**src/rtl/core/sitbs_pkg.sv**
```systemverilog
// ----------------------------------------------------------------------------
// sitbs_pkg - shared constants for the signed integer to base symbols block
//
// Default sizes, character codes and configuration register indexes.
// ----------------------------------------------------------------------------
package sitbs_pkg;

  // default sizes
  localparam int MAX_SYMBOLS_DEF = 16;
  localparam int VALUE_BITS_DEF  = 32;

  // port widths fixed by the payload
  localparam int IN_VALUE_W = 32;
  localparam int SYMBOL_W   = 8;
  localparam int CFG_DATA_W = 64;
  localparam int CFG_IDX_W  = 2;

  // quotient bits resolved per divider cycle
  localparam int DIV_BITS_PER_CYCLE = 4;

  // character codes
  localparam logic [SYMBOL_W-1:0] CHAR_PLUS  = 8'h2B;
  localparam logic [SYMBOL_W-1:0] CHAR_MINUS = 8'h2D;

  // configuration register indexes
  localparam logic [CFG_IDX_W-1:0] CFG_SYMBOLS_LOW  = 2'd0;
  localparam logic [CFG_IDX_W-1:0] CFG_SYMBOLS_HIGH = 2'd1;

endpackage

```
**src/rtl/core/signed_int_to_base_symbols.sv**
```systemverilog
// ----------------------------------------------------------------------------
// signed_int_to_base_symbols - signed integer to text in a configured base
//
// Checks the symbol table, divides the magnitude by the base digit by digit
// on one shared restoring divider, then streams '-' and the digits out.
// ----------------------------------------------------------------------------
// One value is handled at a time and in_ready is low from acceptance until
// its last character has been loaded into the output register. Each value
// goes through the table scan, the repeated-symbol check (pairwise over the
// n symbols of base n), the divider, which resolves four quotient bits per
// cycle, and then the output of D digits plus one for a negative sign, which
// can stall on out_ready. A rejected table returns to idle after the scan or
// check with no characters.
module signed_int_to_base_symbols #(
  parameter int MAX_SYMBOLS = sitbs_pkg::MAX_SYMBOLS_DEF,
  parameter int VALUE_BITS  = sitbs_pkg::VALUE_BITS_DEF
) (
  input  logic                                  clk,
  input  logic                                  rst_n,
  // configuration
  input  logic                                  cfg_we,
  input  logic [sitbs_pkg::CFG_IDX_W-1:0]       cfg_index,
  input  logic [sitbs_pkg::CFG_DATA_W-1:0]      cfg_wdata,
  // input beat
  input  logic                                  in_valid,
  output logic                                  in_ready,
  input  logic signed [sitbs_pkg::IN_VALUE_W-1:0] in_value,
  // output beat
  output logic                                  out_valid,
  input  logic                                  out_ready,
  output logic [sitbs_pkg::SYMBOL_W-1:0]        out_symbol,
  output logic                                  out_last
);

  localparam int SYM_IDX_W = $clog2(MAX_SYMBOLS);
  localparam int BASE_W    = $clog2(MAX_SYMBOLS + 1);
  localparam int REM_W     = SYM_IDX_W + 1;
  localparam int BPC       = sitbs_pkg::DIV_BITS_PER_CYCLE;
  localparam int DIV_STEPS = (VALUE_BITS + BPC - 1) / BPC;
  localparam int DIV_W     = DIV_STEPS * BPC;
  localparam int STEP_W    = $clog2(DIV_STEPS);
  localparam int DIG_IDX_W = $clog2(VALUE_BITS);
  localparam int CNT_W     = $clog2(VALUE_BITS + 1);

  typedef logic [SYM_IDX_W-1:0]           idx_t;
  typedef logic [BASE_W-1:0]              base_t;
  typedef logic [REM_W-1:0]               rem_t;
  typedef logic [DIV_W-1:0]               work_t;
  typedef logic [STEP_W-1:0]              step_t;
  typedef logic [CNT_W-1:0]               cnt_t;
  typedef logic [sitbs_pkg::SYMBOL_W-1:0] sym_t;

  typedef enum logic [2:0] {
    S_IDLE,
    S_SCAN,
    S_DUP,
    S_DIV,
    S_EMIT
  } state_t;

  state_t      state_r, state_nxt;
  sym_t        sym_r [MAX_SYMBOLS];
  base_t       scan_r, scan_nxt;
  base_t       base_r, base_nxt;
  idx_t        dup_i_r, dup_i_nxt;
  idx_t        dup_j_r, dup_j_nxt;
  work_t       work_r, work_nxt;
  idx_t        rem_r, rem_nxt;
  step_t       step_r, step_nxt;
  logic        neg_r, neg_nxt;
  logic        sign_pend_r, sign_pend_nxt;
  idx_t        digit_r [VALUE_BITS];
  cnt_t        cnt_r, cnt_nxt;
  logic        out_valid_r, out_valid_nxt;
  sym_t        out_symbol_r, out_symbol_nxt;
  logic        out_last_r, out_last_nxt;

  logic [VALUE_BITS-1:0] raw;
  logic [VALUE_BITS-1:0] mag;
  sym_t        scan_byte;
  logic        dup_hit;
  logic        out_free;
  cnt_t        cnt_m1;
  work_t       div_w;
  idx_t        div_r;
  logic        digit_we;

  // operand capture
  assign raw = in_value[VALUE_BITS-1:0];
  assign mag = raw[VALUE_BITS-1] ? (VALUE_BITS'(0) - raw) : raw;

  assign scan_byte = sym_r[scan_r[SYM_IDX_W-1:0]];
  assign dup_hit   = (sym_r[dup_i_r] == sym_r[dup_j_r]);
  assign out_free  = !out_valid_r || out_ready;
  assign cnt_m1    = cnt_r - cnt_t'(1);

  // shared divider: four restoring steps per cycle on a narrow remainder
  always_comb begin
    rem_t t;
    work_t w;
    idx_t r;
    w = work_r;
    r = rem_r;
    for (int s = 0; s < BPC; s++) begin
      t = {r, w[DIV_W-1]};
      w = {w[DIV_W-2:0], 1'b0};
      if (t >= rem_t'(base_r)) begin
        t    = t - rem_t'(base_r);
        w[0] = 1'b1;
      end
      r = t[SYM_IDX_W-1:0];
    end
    div_w = w;
    div_r = r;
  end

  // sequencer
  always_comb begin
    state_nxt      = state_r;
    scan_nxt       = scan_r;
    base_nxt       = base_r;
    dup_i_nxt      = dup_i_r;
    dup_j_nxt      = dup_j_r;
    work_nxt       = work_r;
    rem_nxt        = rem_r;
    step_nxt       = step_r;
    neg_nxt        = neg_r;
    sign_pend_nxt  = sign_pend_r;
    cnt_nxt        = cnt_r;
    digit_we       = 1'b0;
    out_valid_nxt  = out_valid_r && !out_ready;
    out_symbol_nxt = out_symbol_r;
    out_last_nxt   = out_last_r;

    unique case (state_r)
      S_IDLE: begin
        if (in_valid) begin
          neg_nxt   = raw[VALUE_BITS-1];
          work_nxt  = work_t'(mag);
          scan_nxt  = '0;
          cnt_nxt   = '0;
          state_nxt = S_SCAN;
        end
      end

      // find the base and reject sign characters and bases under two
      S_SCAN: begin
        if (scan_r == base_t'(MAX_SYMBOLS) || scan_byte == '0) begin
          base_nxt  = scan_r;
          dup_i_nxt = idx_t'(0);
          dup_j_nxt = idx_t'(1);
          state_nxt = (scan_r < base_t'(2)) ? S_IDLE : S_DUP;
        end else if (scan_byte == sitbs_pkg::CHAR_PLUS ||
                     scan_byte == sitbs_pkg::CHAR_MINUS) begin
          state_nxt = S_IDLE;
        end else begin
          scan_nxt = scan_r + base_t'(1);
        end
      end

      // pairwise check for repeated symbols
      S_DUP: begin
        if (dup_hit) begin
          state_nxt = S_IDLE;
        end else if (base_t'(dup_j_r) == base_r - base_t'(1)) begin
          if (base_t'(dup_i_r) == base_r - base_t'(2)) begin
            rem_nxt       = '0;
            step_nxt      = '0;
            sign_pend_nxt = neg_r;
            state_nxt     = S_DIV;
          end else begin
            dup_i_nxt = dup_i_r + idx_t'(1);
            dup_j_nxt = dup_i_r + idx_t'(2);
          end
        end else begin
          dup_j_nxt = dup_j_r + idx_t'(1);
        end
      end

      // one digit per divider pass, least significant first
      S_DIV: begin
        work_nxt = div_w;
        rem_nxt  = div_r;
        if (step_r == step_t'(DIV_STEPS - 1)) begin
          digit_we = 1'b1;
          cnt_nxt  = cnt_r + cnt_t'(1);
          rem_nxt  = '0;
          step_nxt = '0;
          if (div_w == '0) begin
            state_nxt = S_EMIT;
          end
        end else begin
          step_nxt = step_r + step_t'(1);
        end
      end

      // sign first, then digits most significant first
      S_EMIT: begin
        if (out_free) begin
          out_valid_nxt = 1'b1;
          if (sign_pend_r) begin
            out_symbol_nxt = sitbs_pkg::CHAR_MINUS;
            out_last_nxt   = 1'b0;
            sign_pend_nxt  = 1'b0;
          end else begin
            out_symbol_nxt = sym_r[digit_r[cnt_m1[DIG_IDX_W-1:0]]];
            out_last_nxt   = (cnt_r == cnt_t'(1));
            cnt_nxt        = cnt_m1;
            if (cnt_r == cnt_t'(1)) begin
              state_nxt = S_IDLE;
            end
          end
        end
      end

      default: state_nxt = S_IDLE;
    endcase
  end

  // state, registered outputs, table and digit store
  always_ff @(posedge clk) begin
    if (!rst_n) begin
      state_r     <= S_IDLE;
      cnt_r       <= '0;
      sign_pend_r <= 1'b0;
      out_valid_r <= 1'b0;
      for (int k = 0; k < MAX_SYMBOLS; k++) begin
        sym_r[k] <= '0;
      end
    end else begin
      state_r     <= state_nxt;
      cnt_r       <= cnt_nxt;
      sign_pend_r <= sign_pend_nxt;
      out_valid_r <= out_valid_nxt;
      if (cfg_we) begin
        for (int k = 0; k < MAX_SYMBOLS; k++) begin
          if (k < 8 && cfg_index == sitbs_pkg::CFG_SYMBOLS_LOW) begin
            sym_r[k] <= cfg_wdata[(k % 8) * 8 +: 8];
          end else if (k >= 8 && cfg_index == sitbs_pkg::CFG_SYMBOLS_HIGH) begin
            sym_r[k] <= cfg_wdata[(k % 8) * 8 +: 8];
          end
        end
      end
    end
    scan_r       <= scan_nxt;
    base_r       <= base_nxt;
    dup_i_r      <= dup_i_nxt;
    dup_j_r      <= dup_j_nxt;
    work_r       <= work_nxt;
    rem_r        <= rem_nxt;
    step_r       <= step_nxt;
    neg_r        <= neg_nxt;
    out_symbol_r <= out_symbol_nxt;
    out_last_r   <= out_last_nxt;
    if (digit_we) begin
      digit_r[cnt_r[DIG_IDX_W-1:0]] <= div_r;
    end
  end

  assign in_ready   = (state_r == S_IDLE);
  assign out_valid  = out_valid_r;
  assign out_symbol = out_symbol_r;
  assign out_last   = out_last_r;

  // checks
  a_idle_clean: assert property (@(posedge clk) disable iff (!rst_n)
    in_ready |-> (cnt_r == '0) && !sign_pend_r)
    else $error("idle with characters still pending");

  a_cnt_bound: assert property (@(posedge clk) disable iff (!rst_n)
    cnt_r <= cnt_t'(VALUE_BITS))
    else $error("digit count beyond value width");

  a_div_base: assert property (@(posedge clk) disable iff (!rst_n)
    (state_r == S_DIV) |-> (base_r >= base_t'(2)) && (base_t'(rem_r) < base_r))
    else $error("divider running with bad base or remainder");

  a_emit_nonempty: assert property (@(posedge clk) disable iff (!rst_n)
    (state_r == S_EMIT) |-> (cnt_r != '0))
    else $error("emit state with no digits");

endmodule
```
**config.mk**
```make
export PLATFORM = sky130hd
export DESIGN_NAME = signed_int_to_base_symbols
export DESIGN_NICKNAME = d
export VERILOG_FILES = /design/src/rtl/core/sitbs_pkg.sv /design/src/rtl/core/signed_int_to_base_symbols.sv
export SDC_FILE = /design/constraint.sdc
export NUM_CORES = 1
export LEC_CHECK = 0
export BUFFER_PORTS_ARGS = -buffer_cell sky130_fd_sc_hd__buf_2
export CORE_MARGIN = 1.5
export CORE_UTILIZATION = 60
export CTS_CLUSTER_DIAMETER = 60
export DETAILED_ROUTE_END_ITERATION = 7
export HOLD_SLACK_MARGIN = 0.12
export PLACE_DENSITY = 0.82
export SLEW_MARGIN = 20
export SYNTH_ARGS = -nofsm -noshare
export SYNTH_HDL_FRONTEND = slang
export SYNTH_SLANG_ARGS = --single-unit
```
**constraint.sdc**
```tcl
create_clock -name clk -period 10.7 [get_ports clk]
set_input_delay 1.605 -clock clk [delete_from_list [all_inputs] [get_ports clk]]
set_output_delay 1.605 -clock clk [all_outputs]
set_load 0.1 [all_outputs]
```
# Word-level counts from Yosys, hierarchy flattened
# Memory sizes are Yosys's and may differ from the RTL's. A register that Yosys moved wholly into a read port is not among the register bits.
# Index checks and enable logic that the tools add are counted.
dict set report totals {
  regBits 70
  ramBits 256
  input_bits 103
  out_inout_bits 11
  wordCells 199
  n_memories 2
}
dict set report op_classes {
  addsub 14
  n_lt_le_gt_ge 5
  eq_ne 30
  n_mux 92
  n_bitwise 16
  n_reduce_logical 27
}
# name words word_bits rd rd_ports_with_merged_regs write_ports line
set mem_list {}
lappend mem_list {digit_r 32 4 1 0 1 signed_int_to_base_symbols.sv:72} ;# idx_t digit_r [VALUE_BITS];
lappend mem_list {sym_r 16 8 4 4 16 signed_int_to_base_symbols.sv:62} ;# sym_t sym_r [MAX_SYMBOLS];
# op n
set ops {}
lappend ops {{$mux 8} 16}
lappend ops {{$mux 4} 19}
lappend ops {{$mux 32} 2}
lappend ops {{$pmux 32 s2} 1}
lappend ops {{$mux 3} 15}
lappend ops {{$logic_not 32->1} 1}
lappend ops {{$sub 1x32->32 const A} 1}
lappend ops {{$ne 2x2->1 const B} 13}
lappend ops {{$mux 6} 4}
lappend ops {{$pmux 4 s2} 3}
lappend ops {{$mux 1} 23}
lappend ops {{$ge 5x5->1} 4}
lappend ops {{$pmux 6 s3} 1}
lappend ops {{$eq 8x6->1 const B} 2}
lappend ops {{$or 1x1->1} 16}
lappend ops {{$sub 4x4->4} 4}
lappend ops {{$mux 5} 3}
lappend ops {{$pmux 3 s5} 1}
lappend ops {{$reduce_and 5->1} 3}
lappend ops {{$ne 3x3->1 const B} 4}
lappend ops {{$reduce_and 4->1} 3}
lappend ops {{$eq 4x5->1} 2}
lappend ops {{$pmux 5 s2} 1}
lappend ops {{$reduce_bool 2->1} 5}
lappend ops {{28 further kinds} 37}

# Depth between registers and ports, before layout
dict set report logic_depth {
  depth_word 12
  ltp_mapped 27
  ltp_nobuf 27
}

# Worst setup path after synthesis
# OpenSTA, ideal clock, no wires.
dict set report synth_timing {
  path_type {reg-to-reg}
  startpoint {register base_r[1]}
  endpoint {memory digit_r[0][2] in the netlist's numbering (data pin)}
  setup_time_ns 0.460
  t_arrival_ns 6.590
  required_time_ns 10.240
  setup_slack_ns 3.649
  path_stages_with_launch 22
  n_path_buf 0
  cell_sequence {edfxtp_1 > inv_1 > ha_1 > a211oi_1 > o31ai_1 > mux2_2 > ha_1 > nor2_1 > o31ai_1 > nand2_1 > o21ai_0 > inv_1 > ha_1 > o21ai_0 > o2bb2ai_1 > o21ai_1 > nor2_1 > a21oi_1 > ha_1 > a211oi_1 > o31ai_1 > o21ai_0}
}
dict set report synth_via {
  elab_chain_len 8
  elab_cells_between_ends 12
  cone_classes {add/sub: 4; order compare: 4; mux: 4}
}
# element line
set synth_rtl {}
lappend synth_rtl {{start: declaration} signed_int_to_base_symbols.sv:64} ;# base_t base_r, base_nxt;
lappend synth_rtl {{start signal: assignment} signed_int_to_base_symbols.sv:246} ;# base_r <= base_nxt;
lappend synth_rtl {{$sub 4x4->4 or $ge 5x5->1 (tied branches)} {signed_int_to_base_symbols.sv:108, signed_int_to_base_symbols.sv:107}}
lappend synth_rtl {{$mux 4} signed_int_to_base_symbols.sv:107} ;# if (t >= rem_t'(base_r)) begin
lappend synth_rtl {{$sub 4x4->4 or $ge 5x5->1 (tied branches)} {signed_int_to_base_symbols.sv:108, signed_int_to_base_symbols.sv:107}}
lappend synth_rtl {{$mux 4} signed_int_to_base_symbols.sv:107}
lappend synth_rtl {{$ge 5x5->1 or $sub 4x4->4 (tied branches)} {signed_int_to_base_symbols.sv:107, signed_int_to_base_symbols.sv:108}}
lappend synth_rtl {{$mux 4} signed_int_to_base_symbols.sv:107}
lappend synth_rtl {{$sub 4x4->4 or $ge 5x5->1 (tied branches)} {signed_int_to_base_symbols.sv:108, signed_int_to_base_symbols.sv:107}}
lappend synth_rtl {{$mux 4 (*)} signed_int_to_base_symbols.sv:107}
lappend synth_rtl {{named net div_r[2]} signed_int_to_base_symbols.sv:85} ;# idx_t div_r;
lappend synth_rtl {{end: declaration} signed_int_to_base_symbols.sv:72}
# The timed path passes the listed nets; every way through them passes the cells marked *.

# Worst setup path in the final report
dict set report layout_timing {
  startpoint {register base_r[1]}
  endpoint {register state_r[0]}
}
dict set report layout_via {
  elab_chain_len 11
  elab_cells_between_ends 23
  cone_classes {add/sub: 5; order compare: 4; eq/ne: 5; mux: 7; reduce/logical: 2}
}
# element line
set layout_rtl {}
lappend layout_rtl {{$sub 4x4->4 or $ge 5x5->1 (tied branches)} {signed_int_to_base_symbols.sv:108, signed_int_to_base_symbols.sv:107}}
lappend layout_rtl {{$mux 4} signed_int_to_base_symbols.sv:107}
lappend layout_rtl {{$sub 4x4->4 or $ge 5x5->1 (tied branches)} {signed_int_to_base_symbols.sv:108, signed_int_to_base_symbols.sv:107}}
lappend layout_rtl {{$mux 4} signed_int_to_base_symbols.sv:107}
lappend layout_rtl {{$sub 4x4->4 or $ge 5x5->1 (tied branches)} {signed_int_to_base_symbols.sv:108, signed_int_to_base_symbols.sv:107}}
lappend layout_rtl {{$mux 4} signed_int_to_base_symbols.sv:107}
lappend layout_rtl {{$ge 5x5->1} signed_int_to_base_symbols.sv:107}
lappend layout_rtl {{$mux 1} signed_int_to_base_symbols.sv:107}
lappend layout_rtl {{$logic_not 32->1} signed_int_to_base_symbols.sv:189} ;# if (div_w == '0) begin
lappend layout_rtl {{$ne 2x2->1 (no source line)} -}
lappend layout_rtl {{$reduce_and 9->1 (no source line) (*)} -}
lappend layout_rtl {{end signal: assignment} signed_int_to_base_symbols.sv:231} ;# state_r <= state_nxt;
lappend layout_rtl {{end: declaration} signed_int_to_base_symbols.sv:61} ;# state_t state_r, state_nxt;
# Every way passes the cells marked *; elsewhere a longest branch is shown, timed or not.
# A chain may end at the register's enable or synchronous reset.

==> impl_results.rst <==
.. list-table::
   :header-rows: 1

   * - Metric
     - Value
   * - CTS sink count
     - 346
   * - Initial Util
     - 0.608
   * - Post-CTS setup buffer count
     - 0
   * - Design Power
     - 7960 uW
   * - Register area
     - 10200 um^2
   * - Final setup skew
     - 16.1 ps
   * - Largest fanout on the critical path
     - 10
   * - Transition time at the pin with the least slew margin
     - 976 ps
   * - Slowest cell on the critical path
     - sky130_fd_sc_hd__o31ai_1
   * - Total length of routed wires
     - 49400 um
   * - Num CTS Buffers
     - 39
   * - Core outline area
     - 32500 um^2
   * - Number of global-route vias before repair
     - 13287
   * - Register-to-register setup slack
     - 2780 ps
   * - Post-Syn Nets
     - 1635
   * - Synth Area in Simple Gates
     - 0.117
   * - Die boundary height
     - 184 um
   * - Residual antenna-violating net count after detailed routing
     - 0
   * - Leakage power figure
     - 0.00777 uW
   * - Overall via count from detail_route
     - 13809
   * - Final critical-path share of the clock period
     - 0.740
   * - Maximum level of the CTS H-tree
     - 2
   * - Final net count
     - 1720
   * - Startpoint type of the worst setup path
     - register
   * - Average via count per standard cell
     - 6.73
   * - Horizontal extent of the die
     - 184 um
   * - Crit end category
     - register
   * - Reg2reg path depth
     - 26
   * - Post-Synth Adder-Cell Area
     - 0.0269
   * - Reg clk slew, reported paths
     - 60 ps
   * - TritonCTS clock tree
     - built
   * - Worst hold path class
     - reg2reg
   * - Destination of the worst register-to-register timing path
     - state_r[0]
   * - Post-DR wirelength/cell
     - 24.1 um
   * - Min Tclk post-route
     - 7920 ps
   * - Global-route wire length before repair
     - 76500 um
   * - Combinational family with the most area after synthesis
     - multiplexers
   * - Data required time of the critical path
     - 11170 ps
   * - Worst vdd rail ir drop
     - 0.655 mV
   * - Mux share of post-synthesis cell area
     - 0.202
   * - Number of different library cells in the post-synthesis netlist
     - 72
   * - Largest net degree at the start of global routing
     - 77
   * - Synth Flop Type
     - sky130_fd_sc_hd__edfxtp_1
   * - Worst Path Arrival
     - 8390 ps
   * - Pins over their slew limit
     - 0
   * - Area occupied by multi-input gates
     - 9080 um^2
   * - Worst setup path endpoint
     - state_r[0]
   * - Count of buffers from port buffering
     - 113
   * - Remaining Overflow, GRT
     - 0
   * - CP peak stage delay
     - 810 ps
   * - Final instance count without filler cells
     - 2051
   * - Kind of critical path
     - reg2reg
   * - Die Area
     - 34000 um^2
   * - Area share of xor/xnor cells in the synthesized design
     - 0.0302
   * - Clock tree buffer depth
     - 3
   * - Path length in cells of the critical path
     - 26
   * - Initial antenna violation count
     - 3
   * - Post-cts gate resize count
     - 0
   * - Synthesized area per cell
     - 13.2 um^2
   * - Fmax achieved
     - 126 MHz
   * - Number of cells produced by synthesis
     - 1492
   * - Top Ports
     - 114
   * - Rel. slew slack
     - 0.344
   * - Largest delay share family, worst path
     - compound AO/OA/AOI/OAI gates
   * - Root Driver
     - sky130_fd_sc_hd__clkbuf_16
   * - RSZ-0062 raised after global routing
     - no
   * - Later-pin clock latency in the skew report
     - 550 ps
   * - EDFF count, synth
     - 323
   * - Launch point of the worst reg-to-reg path
     - base_r[1]
   * - Number of DRC violations after detailed-routing iteration 0
     - 1939
   * - Run status
     - complete, no violations
   * - Flip-flop and latch count after synthesis
     - 346
   * - Synth warnings
     - 0
   * - Inst Count DP
     - 1978
   * - Final core area utilization
     - 0.677
   * - Max_cap viols
     - 0
   * - Total setup violations reported at the end of the flow
     - 0
   * - Final RePlAce weighted congestion
     - 0.902
   * - Fraction of synthesis flops using an asynchronous set or reset pin
     - 0
   * - Total buffers and inverters traversed by the critical path
     - 3
   * - Final total negative setup slack
     - 0 ps
   * - Placed wire-length estimate
     - 33000 um
   * - Area added between synthesis and finish
     - 11.3%
   * - DRC violation count after routing
     - 0
   * - # fillers
     - 2246
   * - Fraction of final layout cells with drive strength greater than 1
     - 0.236
   * - Most common cell on crit path
     - sky130_fd_sc_hd__ha_1
   * - Length of the first detailed-routing pass in iterations
     - 5
   * - Synth Area in Compound Gates
     - 0.0819
   * - Gr usage total
     - 0.298
   * - Number of hold buffers added after CTS
     - 0
   * - Std cell rows
     - 66
   * - Cell area power density
     - 363 nW/um^2
   * - Count of endpoints failing hold in the final timing report
     - 0
   * - Post-Synthesis Cell Area
     - 19700 um^2
   * - Sequential cell area fraction in the yosys report
     - 0.515
   * - Start point of the critical path
     - base_r[1]
tightest hold or removal path, cell delays in order (launching register included):
cell and delay, ps:
sky130_fd_sc_hd__dfxtp_1 310, sky130_fd_sc_hd__o21ai_0 60, sky130_fd_sc_hd__a21boi_0 70
where the power goes:
part / internal (uW) / switching, uW
sequential: 2620 / 162
clock: 801 / 544
combinational: 1390 / 2450
state kept, by name (all words and copies together) (netlist names), named ones only:
| register | count |
|---|---|
| dup_j_r | 4 |
| work_r | 32 |
| step_r | 3 |
| scan_r | 5 |
| rem_r | 4 |
| digit_r | 128 |
| neg_r | 1 |
| out_valid | 1 |
| sign_pend_r | 1 |
| dup_i_r | 4 |
| state_r | 3 |
| sym_r | 128 |
| cnt_r | 6 |
| out_last | 1 |
| base_r | 5 |
| out_symbol | 8 |
Yosys cell counts, types with 18 or more instances:
library cell	number	area share
sky130_fd_sc_hd__edfxtp_1	323	0.49
sky130_fd_sc_hd__mux4_2	122	0.14
sky130_fd_sc_hd__nand3_1	25	0.0063
sky130_fd_sc_hd__nor2_1	99	0.019
sky130_fd_sc_hd__inv_1	34	0.0065
sky130_fd_sc_hd__o21ai_0	56	0.014
sky130_fd_sc_hd__dfxtp_1	23	0.023
sky130_fd_sc_hd__xnor2_1	31	0.014
sky130_fd_sc_hd__nand2_1	79	0.015
sky130_fd_sc_hd__xor2_1	37	0.016
sky130_fd_sc_hd__clkbuf_1	49	0.0093
sky130_fd_sc_hd__and3_1	22	0.0070
sky130_fd_sc_hd__a21oi_1	31	0.0079
sky130_fd_sc_hd__mux2_2	36	0.021
sky130_fd_sc_hd__a221oi_1	18	0.0080
sky130_fd_sc_hd__a22o_1	19	0.0084
sky130_fd_sc_hd__buf_2	25	0.0063
sky130_fd_sc_hd__mux2i_1	81	0.041
sky130_fd_sc_hd__and2_1	127	0.040
sky130_fd_sc_hd__ha_1	36	0.023
worst min path at each step:
| stage | endpoint | start | slack [ps] | cells past startpoint |
|---|---|---|---|---|
| after floorplan | cnt_r[5] | cnt_r[5] | 460 | 2 |
| after global placement | cnt_r[5] | cnt_r[5] | 480 | 2 |
| after detailed placement | cnt_r[5] | cnt_r[5] | 490 | 2 |
| after CTS | cnt_r[5] | cnt_r[5] | 500 | 2 |
| after global routing | cnt_r[5] | cnt_r[5] | 520 | 2 |
| final | cnt_r[5] | cnt_r[5] | 500 | 2 |
layout make-up:
class                   count  share of cell area
flip-flops and latches    346               0.463
multi-input cells        1022               0.414
clock buffers              46              0.0475
repair buffers            134              0.0329
well taps                 442              0.0252
clock inverters            25              0.0117
inverters                  34             0.00581
diodes                      2            0.000228
placed cells by master, fill, tap and decap left out, drive strengths merged, types with 23 or more instances in the layout:
master	n
o21ai	59
and2	127
mux4	122
edfxtp	323
inv	38
dfxtp	23
buf	134
clkbuf	46
a21oi	31
mux2i	82
nand3	25
xnor2	31
nor2	99
xor2	37
mux2	36
ha	36
nand2	79
cell families (layout without fill, tap and decap cells):
| logic type | Yosys count | count (layout) |
|---|---|---|
| multiplexers | 240 | 240 |
| AND/OR/NAND/NOR | 440 | 440 |
| AO/OA/AOI/OAI | 234 | 234 |
| XOR/XNOR | 68 | 68 |
| other | 0 | 2 |
| flip-flops | 346 | 346 |
| adder cells (fa/ha/maj) | 40 | 40 |
| buffers and inverters | 124 | 239 |
layer usage:
| metal | vias up | global-route usage | wire length (um) |
|---|---|---|---|
| met5 | - | 0 | 0 |
| met4 | 0 | 0.102 | 1610 |
| met3 | 130 | 0.0622 | 5460 |
| met2 | 922 | 0.455 | 22500 |
| met1 | 6786 | 0.427 | 19800 |
| li1 | 5971 | - | - |
metrics by stage:
| stage | setup WS (ps) | area [um^2] | hold WS (ps) |
|---|---|---|---|
| floorplan | 3650 | 19700 | 465 |
| global placement | 3190 | 20600 | 481 |
| detailed placement | 2900 | 20600 | 489 |
| CTS | 2870 | 21900 | 497 |
| global route | 2210 | 22000 | 515 |
| finish | 2780 | 22000 | 498 |
(Power assumes the default switching activity.)
